`config.mk`:
```
export PLATFORM = sky130hd
export DESIGN_NAME = preemptive_priority_scheduler
export DESIGN_NICKNAME = d
export VERILOG_FILES = /design/src/sv/pps_pkg.sv /design/src/sv/preemptive_priority_scheduler.sv /design/src/sv/pps_cell.sv
export VERILOG_INCLUDE_DIRS = /design/src /design/src/sv
export SDC_FILE = /design/constraint.sdc
export NUM_CORES = 2
export LEC_CHECK = 0
export ABC_CLOCK_PERIOD_IN_PS = 6100
export BUFFER_PORTS_ARGS = -buffer_cell sky130_fd_sc_hd__buf_2
export CORE_ASPECT_RATIO = 0.8
export CORE_MARGIN = 1
export CORE_UTILIZATION = 50
export DETAILED_ROUTE_END_ITERATION = 16
export HOLD_SLACK_MARGIN = 0.05
export PLACE_DENSITY = 0.74
export SLEW_MARGIN = 20
export SYNTH_ARGS = -nofsm -noshare
export SYNTH_HDL_FRONTEND = slang
export SYNTH_SLANG_ARGS = --single-unit
```
`constraint.sdc`:
```
create_clock -name clk -period 6.1 [get_ports clk]
set_input_delay 0.61 -clock clk [delete_from_list [all_inputs] [get_ports clk]]
set_output_delay 0.61 -clock clk [all_outputs]
set_load 0.005 [all_outputs]
```
`src/sv/preemptive_priority_scheduler_macros.svh`:
```
// assertion macros for the preemptive priority scheduler
`ifndef PREEMPTIVE_PRIORITY_SCHEDULER_MACROS_SVH
`define PREEMPTIVE_PRIORITY_SCHEDULER_MACROS_SVH

// property that must hold at every clock edge out of reset
`define PPS_ASSERT_ALWAYS(lbl, cond, msg) \
    lbl: assert property (@(posedge clk) disable iff (!rst_n) (cond)) else $error(msg);

// property whose consequent must hold in the cycle after the antecedent
`define PPS_ASSERT_NEXT(lbl, ante, cons, msg) \
    lbl: assert property (@(posedge clk) disable iff (!rst_n) (ante) |=> (cons)) else $error(msg);

`endif

```
`src/sv/pps_pkg.sv`:
```
// shared constants and the token type passed along the scheduler cell chain
package pps_pkg;

    localparam int MAX_PROCS = 16;
    localparam int IDX_W     = (MAX_PROCS > 1) ? $clog2(MAX_PROCS) : 1;
    localparam int CNT_W     = $clog2(MAX_PROCS + 1);
    localparam int TIME_W    = 16;
    localparam int PRI_W     = 8;
    localparam int SLOT_W    = 4;
    localparam int PCOUNT_W  = 5;

    localparam logic CMD_LOAD = 1'b0;
    localparam logic CMD_TICK = 1'b1;

    typedef struct packed {
        logic              valid;
        logic [IDX_W-1:0]  idx;
        logic [PRI_W-1:0]  pri;
        logic [TIME_W-1:0] arrival;
        logic [TIME_W-1:0] burst;
        logic              last;
        logic [CNT_W-1:0]  undone;
    } token_t;

endpackage

```
`src/sv/preemptive_priority_scheduler.sv`:
```
// top level: command decode, tick sequencing and result registers over the cell chain
//
//  channel    | handshake                 | fields
//  -----------+---------------------------+------------------------------------------------
//  command in | start, busy               | command, slot, arrival_time, burst_time,
//             |                           | priority_req
//  config     | process_count_we          | process_count
//  result out | result_valid (one cycle)  | idle, running_slot, finished, turnaround,
//             |                           | waiting, all_done, tick_time
//
// a load beat gives no result; busy stays low
// a tick beat raises busy; in ST_SCAN the best candidate ripples one cell per cycle
// down the chain of MAX_PROCS cells, then ST_APPLY writes back and registers the result
// result_valid rises the cycle after write-back, when busy is already low again
// reset clears the clock, the done flags and the slot count; slot contents stay unknown
// the receiver cannot stall the result, so nothing upstream waits on it
module preemptive_priority_scheduler (
    input  logic                            clk,
    input  logic                            rst_n,
    input  logic                            start,
    output logic                            busy,
    input  logic                            command,
    input  logic [pps_pkg::SLOT_W-1:0]      slot,
    input  logic [pps_pkg::TIME_W-1:0]      arrival_time,
    input  logic [pps_pkg::TIME_W-1:0]      burst_time,
    input  logic [pps_pkg::PRI_W-1:0]       priority_req,
    input  logic                            process_count_we,
    input  logic [pps_pkg::PCOUNT_W-1:0]    process_count,
    output logic                            result_valid,
    output logic                            idle,
    output logic [pps_pkg::SLOT_W-1:0]      running_slot,
    output logic                            finished,
    output logic [pps_pkg::TIME_W-1:0]      turnaround,
    output logic [pps_pkg::TIME_W-1:0]      waiting,
    output logic                            all_done,
    output logic [pps_pkg::TIME_W-1:0]      tick_time
);

    `include "preemptive_priority_scheduler_macros.svh"

    typedef enum logic [1:0] {
        ST_IDLE,
        ST_SCAN,
        ST_APPLY
    } state_t;

    state_t                        state_reg;
    logic [pps_pkg::IDX_W-1:0]     scan_cnt_reg;
    logic [pps_pkg::TIME_W-1:0]    clock_now_reg;
    logic [pps_pkg::PCOUNT_W-1:0]  process_count_reg;
    logic                          result_valid_reg;
    logic                          idle_reg;
    logic [pps_pkg::SLOT_W-1:0]    running_slot_reg;
    logic                          finished_reg;
    logic [pps_pkg::TIME_W-1:0]    turnaround_reg;
    logic [pps_pkg::TIME_W-1:0]    waiting_reg;
    logic                          all_done_reg;
    logic [pps_pkg::TIME_W-1:0]    tick_time_reg;

    logic                          accept;
    logic                          load_now;
    logic                          apply_now;
    logic [pps_pkg::CNT_W-1:0]     use_count;
    logic [pps_pkg::TIME_W-1:0]    clock_after;
    logic                          fin;
    logic [pps_pkg::TIME_W-1:0]    tat;
    pps_pkg::token_t               best;
    pps_pkg::token_t               chain_in [pps_pkg::MAX_PROCS];
    pps_pkg::token_t               chain_out [pps_pkg::MAX_PROCS];
    logic [pps_pkg::MAX_PROCS-1:0] load_sel;
    logic [pps_pkg::MAX_PROCS-1:0] apply_sel;

    assign busy      = (state_reg != ST_IDLE);
    assign accept    = start && !busy;
    assign load_now  = accept && (command == pps_pkg::CMD_LOAD);
    assign apply_now = (state_reg == ST_APPLY);

    assign use_count = (32'(process_count_reg) > pps_pkg::MAX_PROCS) ?
                       pps_pkg::CNT_W'(pps_pkg::MAX_PROCS) :
                       pps_pkg::CNT_W'(process_count_reg);

    assign best        = chain_out[pps_pkg::MAX_PROCS-1];
    assign clock_after = clock_now_reg + pps_pkg::TIME_W'(1);
    assign fin         = best.valid && best.last;
    assign tat         = clock_after - best.arrival;

    genvar gi;
    generate
        for (gi = 0; gi < pps_pkg::MAX_PROCS; gi++)
        begin : g_cell
            if (gi == 0)
            begin : g_head
                assign chain_in[gi] = '0;
            end
            else
            begin : g_link
                assign chain_in[gi] = chain_out[gi-1];
            end

            assign load_sel[gi]  = load_now && (32'(slot) == gi);
            assign apply_sel[gi] = apply_now && best.valid &&
                                   (best.idx == pps_pkg::IDX_W'(gi));

            pps_cell u_cell (
                .clk          (clk),
                .rst_n        (rst_n),
                .cell_idx     (pps_pkg::IDX_W'(gi)),
                .use_count    (use_count),
                .clock_now    (clock_now_reg),
                .load_sel     (load_sel[gi]),
                .load_arrival (arrival_time),
                .load_burst   (burst_time),
                .load_pri     (priority_req),
                .apply_sel    (apply_sel[gi]),
                .tok_in       (chain_in[gi]),
                .tok_out      (chain_out[gi])
            );
        end
    endgenerate

    always_ff @(posedge clk or negedge rst_n)
    begin
        if (!rst_n)
        begin
            state_reg         <= ST_IDLE;
            scan_cnt_reg      <= '0;
            clock_now_reg     <= '0;
            process_count_reg <= '0;
            result_valid_reg  <= 1'b0;
            idle_reg          <= 1'b0;
            running_slot_reg  <= '0;
            finished_reg      <= 1'b0;
            turnaround_reg    <= '0;
            waiting_reg       <= '0;
            all_done_reg      <= 1'b0;
            tick_time_reg     <= '0;
        end
        else
        begin
            result_valid_reg <= 1'b0;
            if (process_count_we)
            begin
                process_count_reg <= process_count;
            end
            case (state_reg)
                ST_IDLE:
                begin
                    if (accept && (command == pps_pkg::CMD_TICK))
                    begin
                        scan_cnt_reg <= '0;
                        state_reg    <= ST_SCAN;
                    end
                end
                ST_SCAN:
                begin
                    // the last cell holds the winner once the chain has fully settled
                    if (scan_cnt_reg == pps_pkg::IDX_W'(pps_pkg::MAX_PROCS - 1))
                    begin
                        state_reg <= ST_APPLY;
                    end
                    scan_cnt_reg <= scan_cnt_reg + pps_pkg::IDX_W'(1);
                end
                ST_APPLY:
                begin
                    clock_now_reg    <= clock_after;
                    result_valid_reg <= 1'b1;
                    idle_reg         <= !best.valid;
                    running_slot_reg <= best.valid ? pps_pkg::SLOT_W'(best.idx) : '0;
                    finished_reg     <= fin;
                    turnaround_reg   <= fin ? tat : '0;
                    waiting_reg      <= fin ? (tat - best.burst) : '0;
                    all_done_reg     <= ((best.undone - pps_pkg::CNT_W'(fin)) == '0);
                    tick_time_reg    <= clock_after;
                    state_reg        <= ST_IDLE;
                end
                default:
                begin
                    state_reg <= ST_IDLE;
                end
            endcase
        end
    end

    assign result_valid = result_valid_reg;
    assign idle         = idle_reg;
    assign running_slot = running_slot_reg;
    assign finished     = finished_reg;
    assign turnaround   = turnaround_reg;
    assign waiting      = waiting_reg;
    assign all_done     = all_done_reg;
    assign tick_time    = tick_time_reg;

    `PPS_ASSERT_NEXT(a_apply_gives_result, state_reg == ST_APPLY, result_valid_reg, "write-back without result beat")
    `PPS_ASSERT_NEXT(a_tick_goes_busy, accept && (command == pps_pkg::CMD_TICK), busy, "tick accepted but block not busy")
    `PPS_ASSERT_ALWAYS(a_finish_not_idle, !(result_valid_reg && finished_reg && idle_reg), "finished on an idle tick")
    `PPS_ASSERT_ALWAYS(a_tick_time_tracks, !result_valid_reg || (tick_time_reg == clock_now_reg), "tick_time differs from clock")

endmodule

```
`src/sv/pps_cell.sv`:
```
// one process slot of the scheduler chain: slot state plus best-candidate merge
module pps_cell (
    input  logic                          clk,
    input  logic                          rst_n,
    input  logic [pps_pkg::IDX_W-1:0]     cell_idx,
    input  logic [pps_pkg::CNT_W-1:0]     use_count,
    input  logic [pps_pkg::TIME_W-1:0]    clock_now,
    input  logic                          load_sel,
    input  logic [pps_pkg::TIME_W-1:0]    load_arrival,
    input  logic [pps_pkg::TIME_W-1:0]    load_burst,
    input  logic [pps_pkg::PRI_W-1:0]     load_pri,
    input  logic                          apply_sel,
    input  pps_pkg::token_t               tok_in,
    output pps_pkg::token_t               tok_out
);

    logic [pps_pkg::TIME_W-1:0] arrival_reg;
    logic [pps_pkg::TIME_W-1:0] burst_reg;
    logic [pps_pkg::TIME_W-1:0] remaining_reg;
    logic [pps_pkg::PRI_W-1:0]  pri_reg;
    logic                       done_reg;
    pps_pkg::token_t            tok_reg;
    pps_pkg::token_t            tok_next;

    logic in_use;
    logic own_ready;
    logic own_better;
    logic own_last;

    assign in_use    = (pps_pkg::CNT_W'(cell_idx) < use_count);
    assign own_ready = in_use && !done_reg && (arrival_reg <= clock_now);
    assign own_last  = (remaining_reg <= pps_pkg::TIME_W'(1));

    // incoming token comes from lower slots, so it keeps full ties
    assign own_better = own_ready &&
        (!tok_in.valid || (pri_reg < tok_in.pri) ||
         ((pri_reg == tok_in.pri) && (arrival_reg < tok_in.arrival)));

    always_comb
    begin
        tok_next = tok_in;
        if (own_better)
        begin
            tok_next.valid   = 1'b1;
            tok_next.idx     = cell_idx;
            tok_next.pri     = pri_reg;
            tok_next.arrival = arrival_reg;
            tok_next.burst   = burst_reg;
            tok_next.last    = own_last;
        end
        tok_next.undone = tok_in.undone + pps_pkg::CNT_W'(in_use && !done_reg);
    end

    always_ff @(posedge clk or negedge rst_n)
    begin
        if (!rst_n)
        begin
            done_reg <= 1'b0;
            tok_reg  <= '0;
        end
        else
        begin
            tok_reg <= tok_next;
            if (load_sel)
            begin
                done_reg <= 1'b0;
            end
            else if (apply_sel && own_last)
            begin
                done_reg <= 1'b1;
            end
        end
    end

    always_ff @(posedge clk)
    begin
        if (load_sel)
        begin
            arrival_reg   <= load_arrival;
            burst_reg     <= load_burst;
            remaining_reg <= load_burst;
            pri_reg       <= load_pri;
        end
        else if (apply_sel)
        begin
            remaining_reg <= own_last ? '0 : remaining_reg - pps_pkg::TIME_W'(1);
        end
    end

    assign tok_out = tok_reg;

endmodule

```
==> results.tsv <==
stage	metric	value	unit
placement	place_congestion	0.894	
timing	slew_headroom	18.3	%
timing	setup_viol	0	
worst_setup_path	worstSetupEndpointType	register	
worst_hold_path	min-delay-start	process_count[0]	
clocking	cts_buffers	164	
final_layout	final_cell_mix	896 x edfxtp_1, 866 x dfrtp_1, 695 x ha_1, 468 x inv_1, 391 x mux2_2	
worst_hold_path	hold_depth	2	
clocking	postCtsSetupBuffers	0	
synthesis	async_flop_share	49.1	%
grt	first_global_vias	50600	
clocking	cts.htree.levels	4	
timing	timing.final.crit_share	75.3	%
timing	hold_violations	0	
floorplan	fp-row-count	133	
worst_setup_path	crit_fanout	5	
clocking	cts_hold_buf	1	
floorplan	core-area	0.165	mm^2
grt	grt_overflow	0	
worst_hold_path	min-delay-path-class	in -> reg	
run_status	outcome	finished clean	
floorplan	io_pins	111	
synthesis	ys_warn_count	0	
worst_hold_path	min_to	process_count_reg[0]	
drt	routedWlPerCell	20.7	um
worst_setup_path	r2r_start	tick_time[0]	
final_layout	nFillCells	12900	
timing	max_freq	218	MHz
placement	dp.cells	8375	
final_layout	syn2layout_area_growth	10.3	%
flow_run	cap_viol_max_count	0	
synthesis	seq_area_frac_synth	58.6	%
synthesis	syn_area	0.0829	mm^2
grt	antenna_found_initial	2	
clocking	clock_sinks	1762	
pwr	powerDensity	352	mW/mm^2
grt	grt_usage	21.5	%
timing	max_slew.worst_pin.slew	1.23	ns
timing	fin_skew	0.0358	ns
synthesis	syn_inst	6200	
floorplan	dieWidth	457	um
floorplan	die_h	366	um
final_layout	final_cells	8691	
timing	rsz0062_at_grt	false	
grt	grt_max_degree	168	
synthesis	avgSynthCellArea	13.4	um^2
pwr	vdd_drop_max	0.327	mV
placement	io_buffers	110	
clocking	clock_latency	0.81	ns
clocking	cts_resized	0	
timing	fin_tns_setup	0	ns
drt	drt_first_pass_iters	5	
drt	viasPerCell	5.63	
synthesis	dominantRegCellSynth	edfxtp_1	
clocking	path_clk_slew	0.06	ns
synthesis	synth_edf_count	896	
clocking	cts_tree	done	
worst_setup_path	critical_path_class	reg -> reg	
grt	grt_pass1_wl	284000	um
pwr	p_leak	0.0385	uW
synthesis	yosysUniqueCellTypes	88	
timing	period_needed	4.59	ns
final_layout	final_common_cell	edfxtp_1	
worst_setup_path	required	6.77	ns
timing	slew_violations	0	
clocking	clockBufferDepth	3	
drt	drt_iter0_markers	4139	
drt	drc	0	
final_layout	final_util	55.6	%
worst_setup_path	start_kind	register	
placement	dpl.hpwl	125000	um
synthesis	synth_nets	6951	
worst_setup_path	rrSetupSlack	1.51	ns
worst_setup_path	worstRegToRegCells	19	
worst_setup_path	rr_endpoint	waiting[15]	
floorplan	dieArea	0.168	mm^2
drt	num_vias	48900	
clocking	cts-root-buf	clkbuf_16	
timing	whs	0.0975	ns
drt	routed_wl	180000	um
final_layout	layout-drive-gt1-share	15.4	%
worst_setup_path	arrival	5.27	ns
synthesis	synth_seq_cells	1762	
final_layout	finalNetCount	7134	
final_layout	largest_reg_flops	783	
drt	final_antenna_net_count	0	
floorplan	floorplan.initialDensity	50.4	%
[where the power goes]
group | internal, uW | total, uW | switching, uW
clock network | 5750 | 10200 | 4490
logic | 3130 | 6590 | 3460
registers | 14400 | 15400 | 1020
[cells in the mapped netlist, types with 127 or more instances]
cell type	count	area share, %
ha_1	695	10
mux2_2	391	5.3
mux2_1	127	1.7
inv_1	468	2.1
edfxtp_1	896	32
nor2_1	209	0.95
nand2_1	330	1.5
o31ai_1	144	1.3
dfrtp_1	866	26
xnor2_1	147	1.6
xor2_1	151	1.6
a21oi_1	177	1.1
o21ai_0	148	0.89
a21o_1	157	1.4
[how the worst max path moves through the flow]
| stage | slack [ns] | from | cells past startpoint | to |
|---|---|---|---|---|
| 2_1_floorplan | 1.58 | tick_time[0] | 19 | waiting[15] |
| 3_3_place_gp | 1.55 | tick_time[0] | 19 | waiting[15] |
| 3_5_place_dp | 1.53 | tick_time[0] | 19 | waiting[15] |
| 4_1_cts | 1.55 | tick_time[0] | 19 | waiting[15] |
| 5_1_grt | 1.18 | tick_time[0] | 19 | waiting[15] |
| 6_report | 1.51 | tick_time[0] | 19 | waiting[15] |
[layout make-up]
| cell class | instances | area [um^2] | share of cell area [%] |
|---|---|---|---|
| flip-flops and latches | 1762 | 48600 | 53.1 |
| multi-input cells | 3792 | 31800 | 34.7 |
| clock inverters | 51 | 554 | 0.606 |
| clock buffers | 257 | 4860 | 5.31 |
| well taps | 2160 | 2700 | 2.95 |
| repair buffers | 194 | 1250 | 1.37 |
| diodes | 6 | 15.0 | 0.0164 |
| inverters | 469 | 1760 | 1.92 |
[logic make-up after synthesis]
group | count (synthesis) | synth area share, %
muxes | 614 | 8.75
and+or+nand+nor | 1223 | 7.65
xor gates and xnor gates | 298 | 3.15
buffers and inverters | 646 | 3.36
AOI/OAI and AO/OA | 960 | 8.00
DFF | 1762 | 58.6
adders and majority gates | 697 | 10.5
[worst max-delay path: stages (launching register included)]
cell	delay [ns]
dfrtp_1	0.42
ha_1	0.22
and3_1	0.23
nand3_1	0.19
nor4_1	0.47
xnor2_1	0.13
ha_1	0.37
a21oi_1	0.13
nand2_1	0.08
a2bb2oi_1	0.33
xor2_1	0.25
ha_1	0.32
a21o_1	0.21
a21o_1	0.19
a21oi_1	0.18
o21ba_2	0.17
mux2i_1	0.18
o311ai_0	0.17
xnor2_1	0.17
o21ai_1	0.07
[layer usage]
metal,vias to the layer above,share of wire (%),global-route usage [%]
li1,23000,-,-
met1,24300,48,31.9
met2,1278,43,32.5
met3,298,6.2,3.41
met4,0,2.8,6.86
met5,-,0,0
[stage by stage]
step / worst slack (ns) / power (uW) / cell area, um^2
after floorplan: 1.58 / 20000 / 82900
after global placement: 1.55 / 21800 / 86000
after detailed placement: 1.53 / 22100 / 86000
after CTS: 1.55 / 32400 / 91400
after global routing: 1.18 / 33800 / 91500
final: 1.51 / 32200 / 91500
Note: power is estimated with default switching activity, not from simulation.
